## src/design/sat_pkg.sv

```systemverilog
// segment address translator: shared types, constants and codes
// no dependencies; used by every other file of the block
`default_nettype none

package sat_pkg;

  // size of the segment table, one cell per entry
  localparam int unsigned MAX_SEGMENTS = 16;
  localparam int unsigned ADDR_W = 32;
  // counter width: holds 0 .. MAX_SEGMENTS
  localparam int unsigned CNT_W = $clog2(MAX_SEGMENTS + 1);
  localparam int unsigned CFG_IDX_W = 2;
  localparam int unsigned COUNT_W = 5;
  localparam int unsigned INDEX_W = 4;

  typedef enum logic [1:0] {
    ACT_WRITE    = 2'd0,
    ACT_ADDR2OFF = 2'd1,
    ACT_OFF2ADDR = 2'd2,
    ACT_UNKNOWN  = 2'd3
  } action_e;

  typedef enum logic [1:0] {
    ST_OK       = 2'd0,
    ST_UNBACKED = 2'd1,
    ST_INVALID  = 2'd2
  } status_e;

  typedef enum logic [CFG_IDX_W-1:0] {
    CFG_PRESENT = 2'd0,
    CFG_BASE    = 2'd1,
    CFG_SIZE    = 2'd2,
    CFG_COUNT   = 2'd3
  } cfg_idx_e;

  // item as it travels down the chain of cells
  typedef struct packed {
    logic              valid;
    action_e           act;
    logic              wr;        // entry write still pending
    logic [CNT_W-1:0]  rem;       // cells left to walk, or cells until the written entry
    logic              done;      // outcome settled
    status_e           status;
    logic [ADDR_W-1:0] q;         // query value
    logic [ADDR_W-1:0] packed_off;// running packed offset
    logic [ADDR_W-1:0] rel;       // query minus packed offset (offset to address)
    logic [ADDR_W-1:0] res;       // hit distance or translated address
    logic [ADDR_W-1:0] wr_start;
    logic [ADDR_W-1:0] wr_length;
    logic              wr_unbacked;
  } tok_t;

endpackage

`default_nettype wire

```

## src/design/sat_cell.sv

```systemverilog
// one segment cell: holds a table entry and advances the item by one cell a cycle
// depends on sat_pkg
`default_nettype none

module sat_cell (
  input  wire logic         clk_i,
  input  wire logic         rst_ni,
  input  sat_pkg::tok_t     tok_i,
  output sat_pkg::tok_t     tok_o
);
  import sat_pkg::*;

  logic [ADDR_W-1:0] start_q;
  logic [ADDR_W-1:0] length_q;
  logic              unbacked_q;
  tok_t              tok_d;
  tok_t              tok_q;
  logic              wr_here;
  logic              active;
  logic [ADDR_W-1:0] delta;
  logic              hit_addr;
  logic              hit_off;

  assign wr_here  = tok_i.valid && tok_i.wr && (tok_i.rem == '0);
  assign active   = tok_i.valid && !tok_i.done && (tok_i.rem != '0);
  assign delta    = tok_i.q - start_q;
  assign hit_addr = (tok_i.q >= start_q) && (delta < length_q);
  assign hit_off  = (tok_i.q >= tok_i.packed_off) && (tok_i.rel < length_q);

  // entry storage, written by an entry-write item when it reaches its cell
  always_ff @(posedge clk_i) begin
    if (wr_here) begin
      start_q    <= tok_i.wr_start;
      length_q   <= tok_i.wr_length;
      unbacked_q <= tok_i.wr_unbacked;
    end
  end

  // walk step for this segment
  always_comb begin
    tok_d = tok_i;
    if (tok_i.rem != '0) begin
      tok_d.rem = tok_i.rem - CNT_W'(1);
    end
    if (wr_here) begin
      tok_d.wr = 1'b0;
    end
    if (active) begin
      case (tok_i.act)
        ACT_ADDR2OFF: begin
          if (hit_addr) begin
            tok_d.done   = 1'b1;
            tok_d.status = unbacked_q ? ST_UNBACKED : ST_OK;
            tok_d.res    = delta;
          end else if (!unbacked_q) begin
            tok_d.packed_off = tok_i.packed_off + length_q;
          end
        end
        ACT_OFF2ADDR: begin
          if (!unbacked_q) begin
            if (hit_off) begin
              tok_d.done   = 1'b1;
              tok_d.status = ST_OK;
              tok_d.res    = start_q + tok_i.rel;
            end else begin
              tok_d.packed_off = tok_i.packed_off + length_q;
              tok_d.rel        = tok_i.rel - length_q;
            end
          end
        end
        default: begin
        end
      endcase
    end
  end

  // hand the item to the next cell
  always_ff @(posedge clk_i or negedge rst_ni) begin
    if (!rst_ni) begin
      tok_q.valid <= 1'b0;
    end else begin
      tok_q <= tok_d;
    end
  end

  assign tok_o = tok_q;

endmodule

`default_nettype wire

```

## config.mk

```make
export PLATFORM = sky130hd
export DESIGN_NAME = sat_cell
export DESIGN_NICKNAME = d
export VERILOG_FILES = /design/src/design/sat_pkg.sv /design/src/design/sat_cell.sv
export SDC_FILE = /design/constraint.sdc
export NUM_CORES = 1
export LEC_CHECK = 0
export BUFFER_PORTS_ARGS = -buffer_cell sky130_fd_sc_hd__buf_2
export CELL_PAD_IN_SITES_DETAIL_PLACEMENT = 1
export CELL_PAD_IN_SITES_GLOBAL_PLACEMENT = 1
export CORE_MARGIN = 1
export CORE_UTILIZATION = 39
export CTS_BUF_LIST = sky130_fd_sc_hd__clkbuf_8
export CTS_CLUSTER_DIAMETER = 150
export DETAILED_ROUTE_END_ITERATION = 8
export PLACE_DENSITY_LB_ADDON = 0.1
export SETUP_SLACK_MARGIN = 0.02
export SYNTH_ARGS = -nofsm -noshare
export SYNTH_HDL_FRONTEND = slang
export SYNTH_SLANG_ARGS = --single-unit
```

## constraint.sdc

```tcl
create_clock -name clk_i -period 4.9 [get_ports clk_i]
set_clock_uncertainty 0.2 [all_clocks]
set_input_delay 0 -clock clk_i [delete_from_list [all_inputs] [get_ports clk_i]]
set_output_delay 0 -clock clk_i [all_outputs]
set_load 0.01 [all_outputs]
```

==> results.toml, run 1 <==
[yosys]
ys.flop_type = "edfxtp_1"
ys_types = 75
syn_area_mm2 = 0.0176
avgSynthCellArea_um2 = 10.6
synth_top_area_share_pct = 45.9
synth_area_leaders = "edfxtp_1 46%, ha_1 14%, a21oi_1 3.6%, xnor2_1 3.4%, o21ai_0 3.4%"
synth_edf_count = 269
yosys.area.top_type = "edfxtp_1"
yosysSeqAreaShare_pct = 46.0
synthArstFlopShare_pct = 0.370
ys_seq_elements = 270
synthCells = 1659
syn_nets = 2062
synth_warnings = 0

[floorplanning]
die_area_mm2 = 0.0460
die_x_um = 215
start_util_pct = 39.7
io_pins = 412
placementRows = 77
die_height_um = 215
core_area_mm2 = 0.0444

[grt]
grtUsageTotal_pct = 32.7
grt_pass1_wl_um = 115000
grt_max_degree = 101
antenna_found_initial = 1
grt_pass1_vias = 19300
overflow = 0

[power_and_ir_drop]
p_leak_nw = 11.7
finalPower_mw = 6.43
p_per_area_mw_per_mm2 = 245
peakVddDrop_mv = 0.249

[clocking]
cts_root_buf = "clkbuf_8"
clock_latency_ns = 0.65
cts_tree = "yes"
path_clk_slew_ns = 0.07
clock_path_buffers = 3
cts.htree.levels = 2
numCtsBuffers = 49
clock-sinks = 270

[flow_run]
cap_violations = 0

[timing]
setup_tns_ns = -16.42
grt_setup_unrepaired = "yes"
setup_ws_ns = -0.427
fin_crit_ns = 5.33
worst_slew_pin_slew_ns = 1.18
finalCritPeriodShare_pct = 109
slew_viol_final = 0
max_freq_ghz = 0.188
finalHoldViolations = 0
slew_headroom_pct = 19.3
setup_viol = 67

[worst_hold_path]
hold_start = "tok_i[168]"
hold_path_depth = 3
holdPathEnd = "tok_o[168]"
hp-class = "input port to register"

[critical_path]
regToRegSetupSlack_ns = -0.43
rr_startpoint = "start_q[1]"
endpoint_kind = "register"
worstSetupStartpointType = "register"
reg2reg_to = "tok_o[95]"
worstSetupPathType = "register to register"
crit_fanout = 5
required_ns = 5.04
arrival_ns = 5.47
worstRegToRegCells = 23

[final_layout]
final_nets = 2973
syn_to_final_growth_pct = 48.8
layout_common_cells = "410 x buf_2, 316 x dlygate4sd3_1, 269 x edfxtp_1"
layout_commonest_cell = "buf_2"
drive_above_1_share_pct = 28.1

[drt]
dr.pass1.iters = 5
drt-wirelength-per-cell_um = 24.0
vias_per_cell = 5.50
final_antenna_net_count = 0
totalWireLength_um = 76700
num_vias = 17600
drtIter0Drc = 1173
route.detailed.drc = 0

[status]
status = "complete, but fails checks"
violations = "setup timing"

[placement]
place_hpwl_um = 52700
gp_congestion = 0.876
numPortBuffers = 411
cell families after synthesis:
group / count (synthesis) / synth area share [%]
compound gates: 547 / 20.6
xor+xnor: 111 / 5.52
fa+ha+maj: 196 / 14.1
buf+inv: 166 / 3.65
flops: 270 / 46.0
mux: 4 / 0.234
simple gates: 365 / 9.93
power breakdown:
group          leakage [nW]  switching, mW  internal [mW]
Clock                 0.500           1.05           1.01
Combinational          8.65          0.866          0.755
Sequential             2.60         0.0471           2.70
per-stage QoR:
stage	hold slack [ns]	worst slack, ns	instance area [um^2]	util, %	instances
final	0.0472	-0.427	26200	59.0	3200
after floorplan	-0.496	0.0279	17700	-	1659
after global placement	-0.0487	-0.499	21500	48.3	2767
after detailed placement	-0.0390	-0.648	21500	48.3	2767
after CTS	0.00513	-0.258	26000	58.5	3192
after global routing	0.0347	-0.672	26200	59.0	3199
registers in the layout (all words and copies together) (netlist names):
register	count
length_q	32
start_q	32
tok_o	205
unbacked_q	1
per-layer routing:
metal	part of all wire [%]	vias to the layer above	track usage (%)
met3	6.0	149	6.43
met2	49	656	56.4
met4	3.3	0	12.0
met1	42	8703	40.5
met5	0	-	0
li1	-	8088	-
synth_stat cells, types with 4 or more instances:
cell type	count
o211ai_1	14
or2_2	9
nand3_1	25
o21ai_0	118
a221o_1	7
and2_1	10
o21ai_1	7
edfxtp_1	269
a311oi_1	4
a221oi_1	4
a211o_1	5
and3_1	14
a2111oi_0	6
clkbuf_1	30
and4_1	9
o31ai_1	16
fa_1	4
a32oi_1	4
a22oi_1	19
xnor2_1	68
nand2_1	123
nor2b_1	15
nand2b_1	16
a22o_1	38
nor3_1	16
o21bai_1	11
xor2_1	43
a31oi_1	14
a21boi_0	7
o21a_1	25
or3_1	8
ha_1	192
a21o_1	72
buf_2	4
a211oi_1	10
nand4_1	21
nor2_1	86
inv_1	129
a21oi_1	128
area by class of cell:
| class | count | area [um^2] |
|---|---|---|
| clock buffer | 51 | 702 |
| inverter | 129 | 484 |
| antenna | 2 | 5.00 |
| clock inverter | 36 | 181 |
| tap | 592 | 741 |
| sequential | 270 | 8100 |
| timing repair buffer | 897 | 6670 |
| multi-input combinational | 1223 | 9320 |
| fill | 4952 | 18200 |
repair_timing:
item                                    CTS  global route
setup buffers                            22             6
hold buffers                            316             0
endpoints found under the setup margin   67            69
endpoints found under the hold margin   415             0
pin swaps                                42            66
resized for setup                        59            45
gates cloned                              2             2
how the worst max path moves through the flow:
stage               startpoint         to  slack [ns]  depth (start not counted)
finish              start_q[1]  tok_o[95]       -0.43                         23
global route        start_q[0]  tok_o[95]       -0.67                         23
CTS                 start_q[0]  tok_o[95]       -0.26                         23
detailed placement  start_q[1]  tok_o[87]       -0.65                         23
global placement    start_q[1]  tok_o[87]       -0.50                         23
floorplan           start_q[1]  tok_o[89]        0.03                         21
worst max-delay path: stages, from the launching register on:
cell and delay (ns):
edfxtp_1 0.41, buf_4 0.18, fa_2 0.37, and2b_1 0.23, o31a_1 0.20, o221ai_2 0.13, a21o_1 0.23, buf_6 0.13
a31oi_4 0.23, buf_4 0.15, buf_6 0.09, nor2_2 0.04, xnor2_2 0.15, ha_1 0.32, a21o_1 0.21, a21oi_2 0.20
nor3_2 0.08, a2111oi_4 0.26, nand2_2 0.11, a21o_1 0.18, a221o_2 0.44, buf_12 0.17, a221oi_4 0.23, o21ai_1 0.10
Note: power is estimated with default switching activity, not from simulation.
==> run 2, diff against run 1 <==
--- a/config.mk
+++ b/config.mk
@@ -8,6 +8,7 @@
 export BUFFER_PORTS_ARGS = -buffer_cell sky130_fd_sc_hd__buf_2
 export CELL_PAD_IN_SITES_DETAIL_PLACEMENT = 1
 export CELL_PAD_IN_SITES_GLOBAL_PLACEMENT = 1
+export CORE_ASPECT_RATIO = 1.25
 export CORE_MARGIN = 1
 export CORE_UTILIZATION = 39
 export CTS_BUF_LIST = sky130_fd_sc_hd__clkbuf_8
==> run 2 against run 1 <==
The flow still finishes with violations (setup timing). Fmax is 1.8% higher. Critical path depth is 4 lower. Worst setup slack better by 0.093 ns. Sequential share of layout area hardly changed. Critical endpoint is now tok_o[89]. Largest power group unchanged.
==> results.toml, run 2 (same netlist as run 1, synthesis figures left out) <==
[critical_path]
reg2reg_to = "tok_o[89]"
crit_path_start = "start_q[0]"
crit_fanout = 5
worstRegToRegCells = 19
endpoint_kind = "register"
crit_path_cell_trace = "ha_4 -> fa_2 -> and2b_1 -> o31a_1 -> o221ai_2 -> a21o_1 -> a31oi_4 -> nor2_1 -> xnor2_1 -> ha_1 -> a21o_1 -> a21oi_2 -> nor3_2 -> a2111oi_4 -> nand2_2 -> a21o_1 -> a221o_2 -> buf_12 -> a221o_1"
crit_path_end = "tok_o[89]"
critPathSlowestCell = "a221o_2"
crit_top_cell = "a21o_1"
worst-path-stages = 19
path_delay_family = "compound AO/OA/AOI/OAI gates"
critPathBufInv = 1
worstSetupPathType = "register to register"
slowest_delay_ns = 0.46
regToRegSetupSlack_ns = -0.33
rr_startpoint = "start_q[0]"
worstSetupStartpointType = "register"
arrival_ns = 5.41
required_ns = 5.08

[timing]
max_freq_ghz = 0.191
hold-worst-slack_ns = 0.0378
slew_viol_final = 0
grt_setup_unrepaired = "yes"
finalCritPeriodShare_pct = 107
setup_ws_ns = -0.334
finalHoldViolations = 0
fin_crit_ns = 5.23
setup_viol = 67
slew_headroom_pct = 27.3
worst_slew_pin_slew_ns = 1.09

[drt]
num_vias = 17600
final_antenna_net_count = 0
drt-wirelength-per-cell_um = 24.3
drtIter0Drc = 915
vias_per_cell = 5.54
totalWireLength_um = 77100
route.detailed.drc = 0
dr.pass1.iters = 6

[placement]
dp_cells = 2738
gp_congestion = 0.907
place_hpwl_um = 53000
numPortBuffers = 411
pre_cts_slack_ns = -0.513

[power_and_ir_drop]
finalPower_mw = 6.62
p_leak_nw = 11.8
p_per_area_mw_per_mm2 = 252
peakVddDrop_mv = 0.181

[clocking]
path_clk_slew_ns = 0.07
cts_root_buf = "clkbuf_8"
cts.htree.levels = 2
cts_tree = "yes"
clock_latency_ns = 0.65
numCtsBuffers = 49
clock_path_buffers = 3
clock-sinks = 270

[grt]
grt_pass1_vias = 19200
overflow = 0
grt_pass1_wl_um = 113000
grt_max_degree = 117
antenna_found_initial = 3
grtUsageTotal_pct = 32.9

[final_layout]
final_nets = 2965
layout_commonest_cell = "buf_2"
stdcell_count = 3173
layout_common_cells = "410 x buf_2, 321 x dlygate4sd3_1, 269 x edfxtp_1"
syn_to_final_growth_pct = 49.0
largest_register_ffs = 205
fillers = 4895
drive_above_1_share_pct = 27.6
final_core_util_pct = 59.2

[worst_hold_path]
hold_start = "tok_i[71]"
hp-class = "input port to register"

[floorplanning]
io_pins = 412
die_area_mm2 = 0.0460
die_x_um = 192
placementRows = 86
die_height_um = 240
core_area_mm2 = 0.0443
start_util_pct = 39.7

[flow_run]
cap_violations = 0

[status]
violations = "setup timing"
status = "complete, but fails checks"
run 2: what timing repair did:
item	CTS	global route
buffers inserted	11	10
resized for setup	68	43
gates cloned	1	3
hold buffers	321	0
hold endpoints to repair	420	0
pin swaps	43	36
endpoints found under the setup margin	67	69
run 2: worst min-delay path, cell delays in order:
cell           delay [ns]
dlygate4sd3_1        0.52
buf_2                0.13
a222oi_1             0.07
inv_1                0.06
run 2: cell type report:
cell class,instances,area [um^2],share of cell area (%)
Clock inverter,36,254,0.968
Tap cell,572,716,2.73
Inverter,129,484,1.85
Multi-Input combinational cell,1223,9340,35.6
Antenna cell,3,7.51,0.0286
Sequential cell,270,8100,30.9
Timing Repair Buffer,889,6630,25.3
Clock buffer,51,702,2.68
run 2: metal layers:
metal / global-route usage [%] / part of all wire (%) / wire, um
met5: 0 / 0 / 0
met4: 16.4 / 5.3 / 4100
met3: 4.45 / 4.9 / 3760
met2: 61.1 / 53 / 40500
met1: 36.2 / 37 / 28800
run 2: how the worst min path moves through the flow:
stage | to | slack [ns] | depth (start not counted)
finish | tok_o[71] | 0.04 | 4
global route | tok_o[148] | 0.03 | 3
detailed placement | tok_o[204] | -0.04 | 1
CTS | tok_o[79] | 0.002 | 4
floorplan | tok_o[204] | -0.50 | 0
global placement | tok_o[204] | -0.05 | 1
run 2: power by group:
group | switching (mW) | leakage [nW] | internal [mW] | total [mW]
Combinational | 0.867 | 8.64 | 0.760 | 1.63
Clock | 1.07 | 0.530 | 1.17 | 2.24
Sequential | 0.0491 | 2.60 | 2.70 | 2.75
run 2: stage by stage:
stage	TNS (ns)	area, um^2
floorplan	0	17700
global placement	-19.36	21400
detailed placement	-28.40	21400
CTS	-9.21	25900
global route	-24.01	26200
finish	-11.02	26200
==> run 3, diff against run 2 <==
--- a/config.mk
+++ b/config.mk
@@ -5,15 +5,15 @@
 export SDC_FILE = /design/constraint.sdc
 export NUM_CORES = 1
 export LEC_CHECK = 0
-export BUFFER_PORTS_ARGS = -buffer_cell sky130_fd_sc_hd__buf_2
 export CELL_PAD_IN_SITES_DETAIL_PLACEMENT = 1
 export CELL_PAD_IN_SITES_GLOBAL_PLACEMENT = 1
 export CORE_ASPECT_RATIO = 1.25
 export CORE_MARGIN = 1
-export CORE_UTILIZATION = 39
+export CORE_UTILIZATION = 47
 export CTS_BUF_LIST = sky130_fd_sc_hd__clkbuf_8
 export CTS_CLUSTER_DIAMETER = 150
 export DETAILED_ROUTE_END_ITERATION = 8
+export DONT_BUFFER_PORTS = 1
 export PLACE_DENSITY_LB_ADDON = 0.1
 export SETUP_SLACK_MARGIN = 0.02
 export SYNTH_ARGS = -nofsm -noshare
==> run 3 against run 2 <==
The run ends with hold timing, setup timing left. Combinational power fell by 18%. Power fell by 3.9%. Final area fell by 9.0%. Hold slack got worse by 0.055 ns. Clock-buffer cell count fell by 6. Largest power group unchanged. Non-clock buffer count fell by 409. Largest cell class unchanged. Worst setup slack got worse by 0.11 ns. Wire length rose by 3.0%. Register-to-register slack got worse by 0.11 ns. Cell count fell by 16%. Critical endpoint is now tok_o[95]. Core utilization rose by 6.1 points. Sequential share of layout area rose by 3.0 points.
==> results.toml, run 3 (same netlist as run 1, synthesis figures left out) <==
[status]
violations = "hold timing, setup timing"
status = "complete, but fails checks"

[critical_path]
endpoint_kind = "register"
critPathBufInv = 1
critPathSlowestCell = "edfxtp_1"
path_delay_family = "compound AO/OA/AOI/OAI gates"
arrival_ns = 5.46
crit_fanout = 4
required_ns = 5.01
slowest_delay_ns = 0.43
crit_top_cell = "a21o_1"
worstSetupPathType = "register to register"
worstSetupStartpointType = "register"
crit_path_cell_trace = "ha_4 -> fa_2 -> and2b_1 -> o31a_1 -> o221ai_2 -> a21o_1 -> a31oi_1 -> o22a_1 -> a21oi_2 -> o21ai_2 -> xor2_2 -> ha_2 -> a21o_1 -> a21o_1 -> a21oi_2 -> nor2_2 -> a2111oi_4 -> nand2_2 -> a21o_1 -> a221o_1 -> buf_4 -> a221oi_2 -> o21ai_1"

[power_and_ir_drop]
p_per_area_mw_per_mm2 = 266
peakVddDrop_mv = 0.283
p_leak_nw = 10.0

[final_layout]
layout_commonest_cell = "dlygate4sd3_1"
largest_register_ffs = 205
final_nets = 2552
final_core_util_pct = 65.3
finalInstanceArea_mm2 = 0.0239
drive_above_1_share_pct = 12.4
syn_to_final_growth_pct = 35.6
layout_common_cells = "342 x dlygate4sd3_1, 269 x edfxtp_1, 185 x ha_1"
diodes = 0

[clocking]
clock-sinks = 270
cts_root_buf = "clkbuf_8"
cts.htree.levels = 2
path_clk_slew_ns = 0.07
clock_path_buffers = 3
cts_tree = "yes"
clock_latency_ns = 0.59
numCtsBuffers = 45

[timing]
fin_crit_ns = 5.34
setup_viol = 77
finalHoldViolations = 1
setup_ws_ns = -0.442
setup_tns_ns = -22.39
finalCritPeriodShare_pct = 109
slew_viol_final = 0
hold-worst-slack_ns = -0.0172
max_freq_ghz = 0.187
grt_setup_unrepaired = "yes"
worst_slew_pin_slew_ns = 1.40
slew_headroom_pct = 6.99

[grt]
overflow = 0
grt_pass1_wl_um = 116000
grtUsageTotal_pct = 41.0
grt_max_degree = 206
grt_pass1_vias = 18200
antenna_found_initial = 0

[drt]
met2_length_um = 40000
route.detailed.drc = 0
vias_per_cell = 6.32
final_antenna_net_count = 0
drtIter0Drc = 1215
num_vias = 16800
dr.pass1.iters = 5
routed.top_layer = "met4"
totalWireLength_um = 79500
met3_length_um = 5250
met1_length_um = 27100
drt-wirelength-per-cell_um = 29.9

[floorplanning]
core_area_mm2 = 0.0366
die_x_um = 175
die_area_mm2 = 0.0383
die_height_um = 218
io_pins = 412
start_util_pct = 48.1
placementRows = 78

[placement]
place_hpwl_um = 48900
gp_congestion = 0.919
dpl-instance-area_mm2 = 0.0190
numPortBuffers = 0
pre_cts_slack_ns = -0.486

[worst_hold_path]
hp-class = "input port to async pin"

[flow_run]
cap_violations = 0
==> run 3: routing by layer <==
metal	vias up	global-route usage, %
met3	332	7.50
met4	0	31.4
li1	7252	-
met5	-	0
met1	8244	42.3
met2	974	73.4
==> run 3: path summary, 6_finish.rpt <==
kind	end	from	cells after the start	slack (ns)
max reg2reg	tok_o[95]	start_q[0]	23	-0.44
min reg2reg	tok_o[193]	unbacked_q	1	0.63
min in group clk_i	tok_o[86]	tok_i[118]	4	0.02
max in group asynchronous	tok_o[204]	rst_ni	2	3.90
min	tok_o[204]	rst_ni	2	-0.02
max	tok_o[95]	start_q[0]	23	-0.44
==> run 3: area by class of cell <==
cell class | instances | area [um^2]
fill | 3794 | 12700
multi-input combinational | 1223 | 9230
sequential | 270 | 8100
timing repair buffer | 480 | 4580
clock buffer | 45 | 619
tap | 480 | 601
inverter | 129 | 484
clock inverter | 32 | 269
==> run 3: timing repair <==
action                                 4_1_cts  5_1_grt
resized for setup                           33       44
gates cloned                                 2        0
setup endpoints to repair                   67       81
endpoints found under the hold margin      508        0
setup buffers                               11       12
hold buffers                               343        0
pin swaps                                   28       28
==> run 3: stage by stage <==
stage | total power, mW | cells
4_1_cts | 6.16 | 2649
3_5_place_dp | 3.78 | 2217
3_3_place_gp | 3.75 | 2217
2_1_floorplan | 3.45 | 1659
6_report | 6.36 | 2659
5_1_grt | 6.54 | 2659
==> run 3: where the power goes <==
part	internal [mW]	total, mW	leakage, nW	switching [mW]
registers	2.71	2.86	2.60	0.147
logic	0.620	1.34	6.96	0.724
clock network	1.12	2.16	0.491	1.04
total	4.45	6.36	10.0	1.91
